File: src/rtl/core/ltdst_pkg.sv
package ltdst_pkg;

  localparam logic [10:0] MinPerHour = 11'd60;
  localparam logic [12:0] MinPerDay  = 13'd1440;
  localparam logic [13:0] YearMin    = 14'd1970;
  localparam logic [13:0] YearMax    = 14'd9999;
  localparam logic [10:0] TzLimit    = 11'd840;
  localparam logic [8:0]  DaysBase   = 9'd31;
  localparam logic [2:0]  InstLast   = 3'd4;
  localparam logic [3:0]  MonthLast  = 4'd11;
  localparam logic [2:0]  WdNone     = 3'd7;
  localparam logic [12:0] Recip100   = 13'd5243;
  localparam int          Shift100   = 19;
  localparam logic [13:0] Recip7     = 14'd9362;
  localparam int          Shift7     = 16;

  localparam logic [2:0] CfgTzOffset  = 3'd0;
  localparam logic [2:0] CfgDstEnable = 3'd1;
  localparam logic [2:0] CfgStartMon  = 3'd2;
  localparam logic [2:0] CfgStartWd   = 3'd3;
  localparam logic [2:0] CfgStartInst = 3'd4;
  localparam logic [2:0] CfgEndMon    = 3'd5;
  localparam logic [2:0] CfgEndWd     = 3'd6;
  localparam logic [2:0] CfgEndInst   = 3'd7;

  typedef struct packed {
    logic signed [10:0] tz_offset_minutes;
    logic               dst_enable;
    logic [3:0]         dst_start_month;
    logic [2:0]         dst_start_weekday;
    logic [2:0]         dst_start_instance;
    logic [3:0]         dst_end_month;
    logic [2:0]         dst_end_weekday;
    logic [2:0]         dst_end_instance;
  } cfg_t;

  typedef struct packed {
    logic [13:0] year;
    logic [3:0]  month;
    logic [4:0]  day;
    logic [4:0]  hour;
    logic [5:0]  minute;
  } item_t;

  typedef struct packed {
    logic [2:0]  local_weekday;
    logic [10:0] local_minute_of_day;
    logic [13:0] minute_of_week;
    logic        dst_active;
  } res_t;

  // month offsets of the weekday formula, month 1..12
  function automatic logic [6:0] month_key(input logic [3:0] m);
    logic [6:0] k;
    case (m)
      4'd1:    k = 7'd98;
      4'd2:    k = 7'd101;
      4'd3:    k = 7'd100;
      4'd4:    k = 7'd61;
      4'd5:    k = 7'd112;
      4'd6:    k = 7'd101;
      4'd7:    k = 7'd110;
      4'd8:    k = 7'd43;
      4'd9:    k = 7'd109;
      4'd10:   k = 7'd97;
      4'd11:   k = 7'd100;
      4'd12:   k = 7'd46;
      default: k = 7'd45;
    endcase
    return k;
  endfunction

  // month 0..11
  function automatic logic [4:0] month_len(input logic [3:0] m0, input logic leap);
    logic [4:0] n;
    case (m0)
      4'd1:    n = leap ? 5'd29 : 5'd28;
      4'd3, 4'd5, 4'd8, 4'd10: n = 5'd30;
      default: n = 5'd31;
    endcase
    return n;
  endfunction

endpackage

File: src/rtl/core/local_time_with_dst_rule_unit.sv
// channel   dir  handshake                  payload
// s_axis    in   s_axis_tvalid/tready       utc date and time word
// m_axis    out  m_axis_tvalid/tready       local time word
// cfg       in   cfg_valid/cfg_ready        register index and data
//
// each valid rule costs a weekday lookup plus a day-by-day scan of the month,
// a rule with a field out of range finds no day and is skipped without a lookup,
// and the date itself needs one more weekday lookup
// next word is taken once the result has moved into the output register
// rst is synchronous; registers return to second sunday march to first
// sunday november with daylight saving off
module local_time_with_dst_rule_unit (
  input  logic        clk,
  input  logic        rst,
  input  logic        s_axis_tvalid,
  output logic        s_axis_tready,
  input  logic [39:0] s_axis_tdata,  // year, month, day, hour, minute
  output logic        m_axis_tvalid,
  input  logic        m_axis_tready,
  output logic [31:0] m_axis_tdata,  // local_weekday, local_minute_of_day,
                                     // minute_of_week, dst_active
  input  logic        cfg_valid,
  output logic        cfg_ready,
  input  logic [2:0]  cfg_index,
  input  logic [10:0] cfg_data
);

  ltdst_pkg::cfg_t  cfg;
  ltdst_pkg::item_t item;
  ltdst_pkg::res_t  res;
  logic             res_valid;
  logic             res_ready;

  assign cfg_ready   = 1'b1;
  assign item.year   = s_axis_tdata[13:0];
  assign item.month  = s_axis_tdata[17:14];
  assign item.day    = s_axis_tdata[22:18];
  assign item.hour   = s_axis_tdata[27:23];
  assign item.minute = s_axis_tdata[33:28];
  assign res_ready   = !m_axis_tvalid || m_axis_tready;

  always_ff @(posedge clk) begin
    if (rst) begin
      cfg.tz_offset_minutes  <= 11'sd0;
      cfg.dst_enable         <= 1'b0;
      cfg.dst_start_month    <= 4'd2;
      cfg.dst_start_weekday  <= 3'd0;
      cfg.dst_start_instance <= 3'd1;
      cfg.dst_end_month      <= 4'd10;
      cfg.dst_end_weekday    <= 3'd0;
      cfg.dst_end_instance   <= 3'd0;
    end else if (cfg_valid) begin
      unique case (cfg_index)
        ltdst_pkg::CfgTzOffset:  cfg.tz_offset_minutes  <= $signed(cfg_data);
        ltdst_pkg::CfgDstEnable: cfg.dst_enable         <= cfg_data[0];
        ltdst_pkg::CfgStartMon:  cfg.dst_start_month    <= cfg_data[3:0];
        ltdst_pkg::CfgStartWd:   cfg.dst_start_weekday  <= cfg_data[2:0];
        ltdst_pkg::CfgStartInst: cfg.dst_start_instance <= cfg_data[2:0];
        ltdst_pkg::CfgEndMon:    cfg.dst_end_month      <= cfg_data[3:0];
        ltdst_pkg::CfgEndWd:     cfg.dst_end_weekday    <= cfg_data[2:0];
        ltdst_pkg::CfgEndInst:   cfg.dst_end_instance   <= cfg_data[2:0];
        default: ;
      endcase
    end
  end

  ltdst_core u_core (
    .clk       (clk),
    .rst       (rst),
    .cfg       (cfg),
    .in_valid  (s_axis_tvalid),
    .in_ready  (s_axis_tready),
    .in_item   (item),
    .res_valid (res_valid),
    .res_ready (res_ready),
    .res       (res)
  );

  // output register
  always_ff @(posedge clk) begin
    if (rst) begin
      m_axis_tvalid <= 1'b0;
    end else if (res_ready) begin
      m_axis_tvalid <= res_valid;
    end
    if (res_ready && res_valid) begin
      m_axis_tdata <= {3'b000, res.dst_active, res.minute_of_week,
                       res.local_minute_of_day, res.local_weekday};
    end
  end

endmodule

File: src/rtl/core/ltdst_dow.sv
module ltdst_dow (
  input  logic        clk,
  input  logic        rst,
  input  logic        start,
  input  logic [3:0]  month,
  input  logic [4:0]  day,
  input  logic [13:0] year,
  output logic        done,
  output logic [2:0]  weekday
);

  logic [4:0]  v;
  logic [13:0] s1_ya;
  logic [7:0]  s1_kd;
  logic [13:0] s2_ya;
  logic [11:0] s2_q4;
  logic [6:0]  s2_q100;
  logic [7:0]  s2_kd;
  logic [13:0] s3_sum;
  logic [13:0] s4_sum;
  logic [10:0] s4_q;
  logic [26:0] prod100;
  logic [27:0] prod7;
  logic [13:0] rem;

  assign prod100 = 27'(s1_ya) * 27'(ltdst_pkg::Recip100);
  assign prod7   = 28'(s3_sum) * 28'(ltdst_pkg::Recip7);
  assign rem     = s4_sum - 14'(s4_q) * 14'd7;

  always_ff @(posedge clk) begin
    if (rst) begin
      v <= '0;
    end else begin
      v <= {v[3:0], start};
    end
    s1_ya   <= year - ((month < 4'd3) ? 14'd1 : 14'd0);
    s1_kd   <= 8'(ltdst_pkg::month_key(month)) + 8'(day);
    s2_ya   <= s1_ya;
    s2_q4   <= 12'(s1_ya >> 2);
    s2_q100 <= 7'(prod100 >> ltdst_pkg::Shift100);
    s2_kd   <= s1_kd;
    s3_sum  <= s2_ya + 14'(s2_q4) - 14'(s2_q100) + 14'(s2_q100 >> 2) + 14'(s2_kd);
    s4_sum  <= s3_sum;
    s4_q    <= 11'(prod7 >> ltdst_pkg::Shift7);
    // quotient is exact or one low
    weekday <= (rem >= 14'd7) ? 3'(rem - 14'd7) : 3'(rem);
  end

  assign done = v[4];

endmodule

File: src/rtl/core/ltdst_core.sv
module ltdst_core (
  input  logic              clk,
  input  logic              rst,
  input  ltdst_pkg::cfg_t   cfg,
  input  logic              in_valid,
  output logic              in_ready,
  input  ltdst_pkg::item_t  in_item,
  output logic              res_valid,
  input  logic              res_ready,
  output ltdst_pkg::res_t   res
);

  typedef enum logic [3:0] {
    S_IDLE, S_YDIV, S_YLEAP, S_RSETUP, S_RWAIT, S_RSCAN,
    S_DDOW, S_DWAIT, S_CALC, S_WRAP, S_MOW, S_DONE
  } state_t;

  state_t state;

  logic [13:0] y;
  logic [3:0]  m;
  logic [4:0]  d;
  logic [4:0]  h;
  logic [5:0]  mi;
  logic [6:0]  q100;
  logic        leap;
  logic        rsel;
  logic [4:0]  dc;
  logic [2:0]  wdc;
  logic [1:0]  left;
  logic [8:0]  start_val;
  logic [8:0]  end_val;
  logic        start_ok;
  logic        end_ok;
  logic [2:0]  dow;
  logic signed [12:0] modv;
  logic [10:0] lmod;
  logic        active;
  logic [13:0] mow;

  logic [3:0]  rm0;
  logic [2:0]  rwd;
  logic [2:0]  rinst;
  logic        rlast;
  logic        rvalid;
  logic [4:0]  rlen;
  logic [8:0]  rval;
  logic        match;
  logic        hit;
  logic        scan_end;

  logic        dow_start;
  logic [3:0]  dow_month;
  logic [4:0]  dow_day;
  logic        dow_done;
  logic [2:0]  dow_wd;

  logic [13:0] ys;
  logic [3:0]  ms;
  logic [26:0] yprod;
  logic        both_ok;
  logic [8:0]  lo;
  logic [8:0]  hi;
  logic [8:0]  cur;
  logic        act;
  logic signed [10:0] tzc;
  logic [10:0] hm;

  always_comb begin
    rm0    = rsel ? cfg.dst_end_month    : cfg.dst_start_month;
    rwd    = rsel ? cfg.dst_end_weekday  : cfg.dst_start_weekday;
    rinst  = rsel ? cfg.dst_end_instance : cfg.dst_start_instance;
    rlast  = (rinst == ltdst_pkg::InstLast);
    rvalid = (rm0 <= ltdst_pkg::MonthLast) && (rwd != ltdst_pkg::WdNone) &&
             (rinst <= ltdst_pkg::InstLast);
    rlen   = ltdst_pkg::month_len(rm0, leap);
    rval   = 9'(rm0 + 4'd1) * ltdst_pkg::DaysBase + 9'(dc);
    match  = (wdc == rwd);
    hit    = match && (rlast || left == 2'd0);
    scan_end = rlast ? (dc == 5'd1) : (dc == rlen);

    dow_start = (state == S_RSETUP && rvalid) || (state == S_DDOW);
    dow_month = (state == S_DDOW) ? m : rm0 + 4'd1;
    dow_day   = (state == S_DDOW) ? d : (rlast ? rlen : 5'd1);

    ys = in_item.year;
    if (ys < ltdst_pkg::YearMin) ys = ltdst_pkg::YearMin;
    if (ys > ltdst_pkg::YearMax) ys = ltdst_pkg::YearMax;
    ms = in_item.month;
    if (ms < 4'd1)  ms = 4'd1;
    if (ms > 4'd12) ms = 4'd12;
    yprod = 27'(y) * 27'(ltdst_pkg::Recip100);

    both_ok = start_ok && end_ok;
    lo  = both_ok ? start_val : 9'd0;
    hi  = both_ok ? end_val : 9'd0;
    cur = 9'(m) * ltdst_pkg::DaysBase + 9'(d);
    act = cfg.dst_enable && (cur >= lo) && (cur < hi);
    tzc = cfg.tz_offset_minutes;
    if (tzc < -$signed(ltdst_pkg::TzLimit)) tzc = -$signed(ltdst_pkg::TzLimit);
    if (tzc > $signed(ltdst_pkg::TzLimit))  tzc = $signed(ltdst_pkg::TzLimit);
    hm = 11'(h) * ltdst_pkg::MinPerHour + 11'(mi);
  end

  ltdst_dow u_dow (
    .clk     (clk),
    .rst     (rst),
    .start   (dow_start),
    .month   (dow_month),
    .day     (dow_day),
    .year    (y),
    .done    (dow_done),
    .weekday (dow_wd)
  );

  always_ff @(posedge clk) begin
    if (rst) begin
      state <= S_IDLE;
      rsel  <= 1'b0;
    end else begin
      unique case (state)
        S_IDLE: begin
          if (in_valid) begin
            y  <= ys;
            m  <= ms;
            d  <= in_item.day;
            h  <= (in_item.hour > 5'd23) ? 5'd23 : in_item.hour;
            mi <= (in_item.minute > 6'd59) ? 6'd59 : in_item.minute;
            state <= S_YDIV;
          end
        end
        S_YDIV: begin
          q100  <= 7'(yprod >> ltdst_pkg::Shift100);
          state <= S_YLEAP;
        end
        S_YLEAP: begin
          // century years are leap only when divisible by 400
          if (y == 14'(q100) * 14'd100) begin
            leap <= (q100[1:0] == 2'd0);
          end else begin
            leap <= (y[1:0] == 2'd0);
          end
          rsel  <= 1'b0;
          state <= S_RSETUP;
        end
        S_RSETUP: begin
          dc   <= rlast ? rlen : 5'd1;
          left <= rinst[1:0];
          if (rvalid) begin
            state <= S_RWAIT;
          end else begin
            if (rsel) end_ok <= 1'b0;
            else start_ok <= 1'b0;
            rsel  <= 1'b1;
            state <= rsel ? S_DDOW : S_RSETUP;
          end
        end
        S_RWAIT: begin
          if (dow_done) begin
            wdc   <= dow_wd;
            state <= S_RSCAN;
          end
        end
        S_RSCAN: begin
          if (hit || scan_end) begin
            if (rsel) begin
              end_ok  <= hit;
              end_val <= rval;
            end else begin
              start_ok  <= hit;
              start_val <= rval;
            end
            rsel  <= 1'b1;
            state <= rsel ? S_DDOW : S_RSETUP;
          end else begin
            if (match) left <= left - 2'd1;
            if (rlast) begin
              dc  <= dc - 5'd1;
              wdc <= (wdc == 3'd0) ? 3'd6 : wdc - 3'd1;
            end else begin
              dc  <= dc + 5'd1;
              wdc <= (wdc == 3'd6) ? 3'd0 : wdc + 3'd1;
            end
          end
        end
        S_DDOW: begin
          state <= S_DWAIT;
        end
        S_DWAIT: begin
          if (dow_done) begin
            dow   <= dow_wd;
            state <= S_CALC;
          end
        end
        S_CALC: begin
          active <= act;
          modv   <= $signed({2'b00, hm}) + 13'(tzc) + (act ? 13'sd60 : 13'sd0);
          state  <= S_WRAP;
        end
        S_WRAP: begin
          if (modv < 13'sd0) begin
            lmod <= 11'(modv + $signed(ltdst_pkg::MinPerDay));
            dow  <= (dow == 3'd0) ? 3'd6 : dow - 3'd1;
          end else if (modv >= $signed(ltdst_pkg::MinPerDay)) begin
            lmod <= 11'(modv - $signed(ltdst_pkg::MinPerDay));
            dow  <= (dow == 3'd6) ? 3'd0 : dow + 3'd1;
          end else begin
            lmod <= 11'(modv);
          end
          state <= S_MOW;
        end
        S_MOW: begin
          mow   <= 14'(dow) * 14'(ltdst_pkg::MinPerDay) + 14'(lmod);
          state <= S_DONE;
        end
        S_DONE: begin
          if (res_ready) state <= S_IDLE;
        end
        default: state <= S_IDLE;
      endcase
    end
  end

  assign in_ready  = (state == S_IDLE);
  assign res_valid = (state == S_DONE);
  assign res.local_weekday       = dow;
  assign res.local_minute_of_day = lmod;
  assign res.minute_of_week      = mow;
  assign res.dst_active          = active;

endmodule

File: config.mk
export PLATFORM = sky130hd
export DESIGN_NAME = local_time_with_dst_rule_unit
export DESIGN_NICKNAME = d
export VERILOG_FILES = /design/src/rtl/core/ltdst_pkg.sv /design/src/rtl/core/local_time_with_dst_rule_unit.sv /design/src/rtl/core/ltdst_dow.sv /design/src/rtl/core/ltdst_core.sv
export SDC_FILE = /design/constraint.sdc
export NUM_CORES = 1
export LEC_CHECK = 0
export BUFFER_PORTS_ARGS = -buffer_cell sky130_fd_sc_hd__buf_2
export CAP_MARGIN = 0
export CORE_ASPECT_RATIO = 0.75
export CORE_MARGIN = 3
export CORE_UTILIZATION = 45
export DETAILED_ROUTE_END_ITERATION = 10
export PLACE_DENSITY_LB_ADDON = 0.3
export SLEW_MARGIN = 20
export SYNTH_ARGS = -nofsm -noshare
export SYNTH_HDL_FRONTEND = slang
export SYNTH_SLANG_ARGS = --single-unit
File: constraint.sdc
create_clock -name clk -period 8.7 [get_ports clk]
set_clock_uncertainty 0.2 [all_clocks]
set_input_delay 1.74 -clock clk [delete_from_list [all_inputs] [get_ports clk]]
set_output_delay 1.74 -clock clk [all_outputs]
set_load 0.005 [all_outputs]
Yosys cells after proc, flatten, opt, wreduce, memory -nomap -nowiden
Memory sizes are Yosys's and may differ from the RTL's.
Cells that the tools add are included.

storage, ports and cells
  register bits after elaboration = 291
  bits in latches = 0
  RAM bits = 0
  ROM bits = 96
  output and inout bits = 35
  memories kept = 1

operators by class
  $add $sub $neg = 25
  $mul = 9
  divide/modulo/power cells = 0
  magnitude comparators = 16
  eq/ne operators = 44
  shift operators = 0
  mux-type cells = 59
  bitwise operators = 2
  reductions and logical operators = 49

memory list
  name             depth  bits a word  read ports  clocked after memory_dff  write ports  line             source
  (no name shown)  16     6            1           0                         0            ltdst_pkg.sv:55  case (m)

operator list
  kind                    count
  $mul 14x13->26 const B  3
  $pmux 4 s12             1
  $mux 11                 4
  $mux 3                  13
  $mux 4                  9
  $reduce_and 2->1        13
  $eq 4x4->1 const B      6
  $eq 3x3->1 const B      7
  $eq 4x3->1 const B      5
  $mux 5                  4
  $pmux 5 s2              2
  $reduce_and 4->1        5
  $add 9x5->9             2
  $mux 9                  2
  $add 14x11->14          1
  $add 14x12->14          1
  $add 14x5->14           1
  $add 14x8->14           1
  $eq 14x14->1            1
  $ge 14x3->1 const B     1
  $gt 14x14->1 const B    1
  $lt 14x11->1 const B    1
  $mul 11x3->14 const B   1
  $mux 1                  14
  other kinds (66)        105

Depth between registers and ports, before layout
  word-level depth = 9
  depth in mapped cells = 28
  depth with buffers taken out = 28

By module
Synthesis repeated with hierarchy kept, for this count alone.

unflattened totals
  cell total of the unflattened synthesis = 2465
  area total of the unflattened synthesis = 25618.3 um^2

modules (own cells, without submodules)
  module                         times used  cells each  area an instance (um^2)  sequential area each (um^2)
  ltdst_core                     1           1289        13160.1                  3523.4
  ltdst_dow                      1           1004        10123.5                  1961.9
  local_time_with_dst_rule_unit  1           172         2334.7                   1531.5

Worst setup path after synthesis
Ideal clock, no wire load.

  kind = register -> register
  from = register u_core.m[1]
  to = register u_core.modv[11], data pin
  arrival = 7032 ps
  required time = 8235 ps
  slack = 1203 ps
  stages on the path, launching flop included = 29
  path buffers = 0
  path through = edfxtp_1 fa_1 inv_1 fa_1 fa_1 inv_1 ha_1 nor2b_1 o31ai_1 a21boi_0 ha_1 nor3_1 o21ai_0 o22ai_1 maj3_1 o221a_2 o21ai_0 a21oi_1 o21a_1 fa_1 fa_1 a21o_1 a21oi_1 o21bai_1 a21oi_1 o21bai_1 a21oi_1 nor4bb_1 or3_1

on the way
  word-level cells in the longest chain between the ends = 7
  elaborated cells between the ends (all ways) = 8

RTL lines
  what                      line               source
  start: declaration        ltdst_core.sv:21   logic [3:0] m;
  start signal: assignment  ltdst_core.sv:125  m <= ms;
  $mul 4x5->9 (*)           ltdst_core.sv:97   cur = 9'(m) * ltdst_pkg::DaysBase + 9'(d);
  $add 9x5->9 (*)           ltdst_core.sv:97
  $ge 9x9->1                ltdst_core.sv:98   act = cfg.dst_enable && (cur >= lo) && (cur < hi);
  $logic_and 1x1->1         ltdst_core.sv:98
  $logic_and 1x1->1 (*)     ltdst_core.sv:98
  named net u_core.act      ltdst_core.sv:65   logic act;
  $mux 6 (*)                ltdst_core.sv:197  modv <= $signed({2'b00, hm}) + 13'(tzc) + (act ? 13'sd60 : 13'sd0);
  $add 13x13->13 (*)        ltdst_core.sv:197
  end signal: assignment    ltdst_core.sv:197
  end: declaration          ltdst_core.sv:36   logic signed [12:0] modv;

Mark *: on every way through the listed nets, which the timed path passes. The rest lies on a longest branch.
A chain may end at the register's enable or synchronous reset.

Worst setup path in the final report
Ends and elaborated chain as after synthesis.

==> reports/metrics.yaml <==
floorplanning:
  ios: 94
  start_util_pct: 45.8
  die_area_sq_um: 60100
  fp.dieH_microns: 213
  die_w_microns: 282
  core.rowCount: 75
  core_area_sq_um: 56200
drt:
  postRouteAntennaNets: 0
  wl_per_cell_microns: 16.3
  via_per_inst: 5.21
  drc: 0
  drt_iter0_drc: 985
  num_vias: 17539
  detail_route.wirelength_microns: 54800
  drt-pass1-iter-count: 6
cells_and_area:
  drive_above_1_share_pct: 6.34
  final_common_cell: "inv_1"
  multi_input_area_sq_um: 16700
  final_cell_mix: "493 x inv_1, 476 x ha_1, 223 x fa_1, 143 x edfxtp_1, 136 x dfxtp_1"
  register_area_sq_um: 7020
  fin_nets: 3369
  n_fill_cell: 5032
  syn2layout_area_growth_pct: 8.84
critical_path:
  cp_slowest_cell: "fa_1"
  required_ps: 8840
  path_max_fanout: 5
  worstRegToRegCells: 28
  critical_path.max_stage_delay_ps: 600
  crit_family: "adder cells"
  cp_num_cells: 28
  cp.buffers_inverters: 2
  r2r_slack_ps: 580
  cp.arrival_ps: 8260
  critPathKind: "flip-flop to flip-flop"
  crit_end: "u_core.modv[11]$_DFFE_PP_"
  reg2reg_to: "u_core.modv[11]$_DFFE_PP_"
  startpoint: "u_core.m[1]$_SDFFCE_PN0P_"
  cp-end-kind: "flip-flop"
  worstReg2RegStart: "u_core.m[1]$_SDFFCE_PN0P_"
  crit_top_cell: "fa_1"
  setup.worst_path.start_class: "flip-flop"
placement:
  portBuffers: 83
  place_congestion: 0.913
  dp_hpwl_microns: 45700
clocking:
  cts_buffers: 31
  hold_buffers: 0
  cts_root_buf: "clkbuf_16"
  cts.htree.levels: 1
  clock-sinks: 279
  clk_latency_ps: 590
  cts_tree: "built"
  path_clk_slew_ps: 60
  ctsLongestPathBuffers: 3
global_route:
  first_global_vias: 17830
  antenna_found_initial: 5
  grt_max_degree: 53
  grt_overflow: 0
  grt_pass1_wl_microns: 90400
  track_usage_pct: 18.6
logic_synthesis:
  synth_warnings: 0
  synth.cell_area_sq_um: 25700
  synthCells: 2530
  synth-edff-count: 143
  ys_ff_latch: 279
  ys_types: 78
  synthArstFlopShare_pct: 0
  ys_seq_area_share_pct: 27.3
  synth_area_per_cell_sq_um: 10.2
  synth_ff_type: "edfxtp_1"
min_path:
  hold_class: "flip-flop to flip-flop"
sta:
  maxSlewHeadroom_pct: 26.5
  setup_violations: 0
  setup_tns_ps: 0
  timing.final.crit_period_ps: 8120
  fin_crit_sh_pct: 93.3
  clock.fmax_mhz: 123
  tightest_slew_ps: 1090
  rsz0062_at_grt: "no"
  hold_viol: 0
  slew_viol_final: 0
run_status:
  status: "completed"
flow_run:
  maxCapViolCount: 0
==> per-stage QoR <==
stage / utilization [%] / worst slack (ps) / hold WS, ps / instance area (sq um) / std cells
after global routing: 49.8 / 60.1 / 127 / 28000 / 3368
final: 49.8 / 581 / 126 / 28000 / 3369
after floorplan: - / 1200 / 110 / 25800 / 2532
after detailed placement: 48.0 / 320 / 113 / 27000 / 3307
after global placement: 48.0 / 598 / 110 / 27000 / 3307
after CTS: 49.8 / 365 / 128 / 28000 / 3365
==> how the worst min path moves through the flow <==
stage / cells after the start / startpoint / to
after floorplan: 0 / u_core.u_dow.s1_kd[0]$_DFF_P_ / u_core.u_dow.s2_kd[0]$_DFF_P_
after global placement: 0 / u_core.u_dow.s1_kd[1]$_DFF_P_ / u_core.u_dow.s2_kd[1]$_DFF_P_
after detailed placement: 0 / u_core.u_dow.s1_kd[5]$_DFF_P_ / u_core.u_dow.s2_kd[5]$_DFF_P_
after CTS: 0 / u_core.u_dow.s1_kd[2]$_DFF_P_ / u_core.u_dow.s2_kd[2]$_DFF_P_
after global routing: 0 / u_core.u_dow.s1_kd[2]$_DFF_P_ / u_core.u_dow.s2_kd[2]$_DFF_P_
final: 0 / u_core.u_dow.s1_kd[3]$_DFF_P_ / u_core.u_dow.s2_kd[3]$_DFF_P_
==> flip-flops by register name, indices dropped and copies added, names as in the netlist, 8 cells and up <==
signal               cells
u_core.lmod             11
u_core.modv             13
u_core.y                14
u_core.mow              14
u_core.u_dow.s4_q       11
u_core.start_val         9
cfg                     32
u_core.u_dow.s2_q4      12
u_core.u_dow.s3_sum     14
m_axis_tdata            29
u_core.u_dow.s1_ya      14
u_core.u_dow.s2_kd       8
u_core.u_dow.s4_sum     14
u_core.end_val           9
u_core.u_dow.s1_kd       8
==> Yosys cell counts (all sizes together), types with 11 or more instances <==
cell | instances | share of area [%]
inv | 493 | 7.2
ha | 476 | 23
fa | 223 | 17
edfxtp | 143 | 17
dfxtp | 136 | 11
nor2 | 132 | 1.9
nand2 | 111 | 1.6
a21oi | 107 | 2.1
xnor2 | 104 | 3.5
o21ai | 75 | 1.5
nor3 | 47 | 0.91
nand3 | 39 | 0.76
clkbuf | 38 | 0.55
a21o | 35 | 1.0
nor2b | 33 | 0.80
xor2 | 31 | 1.1
mux2i | 26 | 1.0
o21bai | 18 | 0.52
nand2b | 16 | 0.39
a31oi | 15 | 0.36
nand4 | 14 | 0.34
a211oi | 13 | 0.38
nor4 | 13 | 0.32
nor3b | 12 | 0.35
o21a | 12 | 0.35
and3 | 11 | 0.27
==> timing repair <==
action,in CTS,in global routing
setup buffers,0,2
resized for setup,0,2
endpoints found under the setup margin,0,1
==> final cells by class <==
class	count	area share (%)
multi-input cells	1715	59.7
flip-flops and latches	279	25.0
inverters	493	6.60
well taps	731	3.26
clock buffers	35	2.97
repair buffers	91	1.70
clock inverters	23	0.719
diodes	2	0.0179
==> cells by family (layout without fill, tap and decap cells) <==
| kind of cell | Yosys count | in the layout | synth area share, % |
|---|---|---|---|
| AO/OA/AOI/OAI | 369 | 369 | 9.39 |
| multiplexers | 29 | 29 | 1.14 |
| adder cells (fa/ha/maj) | 700 | 700 | 40.5 |
| flip-flops | 279 | 279 | 27.3 |
| other | 2 | 6 | 0.0292 |
| buffers and inverters | 538 | 642 | 7.94 |
| AND/OR/NAND/NOR | 478 | 478 | 9.14 |
| XOR/XNOR | 135 | 135 | 4.59 |
==> routing by layer <==
metal  vias up  GRT usage (%)  share of wire, %  routed length (microns)
met1      8490           27.6                50                    27500
met3        99           2.84               4.3                     2340
met5         -              0             0.075                       41
li1       8630              -                 -                        -
met2       312           28.6                43                    23600
met4         8           4.22               2.3                     1280
Power is left out: the tool's default activity adds up to more than one toggle a clock period on the data nets, which glitch-free logic cannot reach.
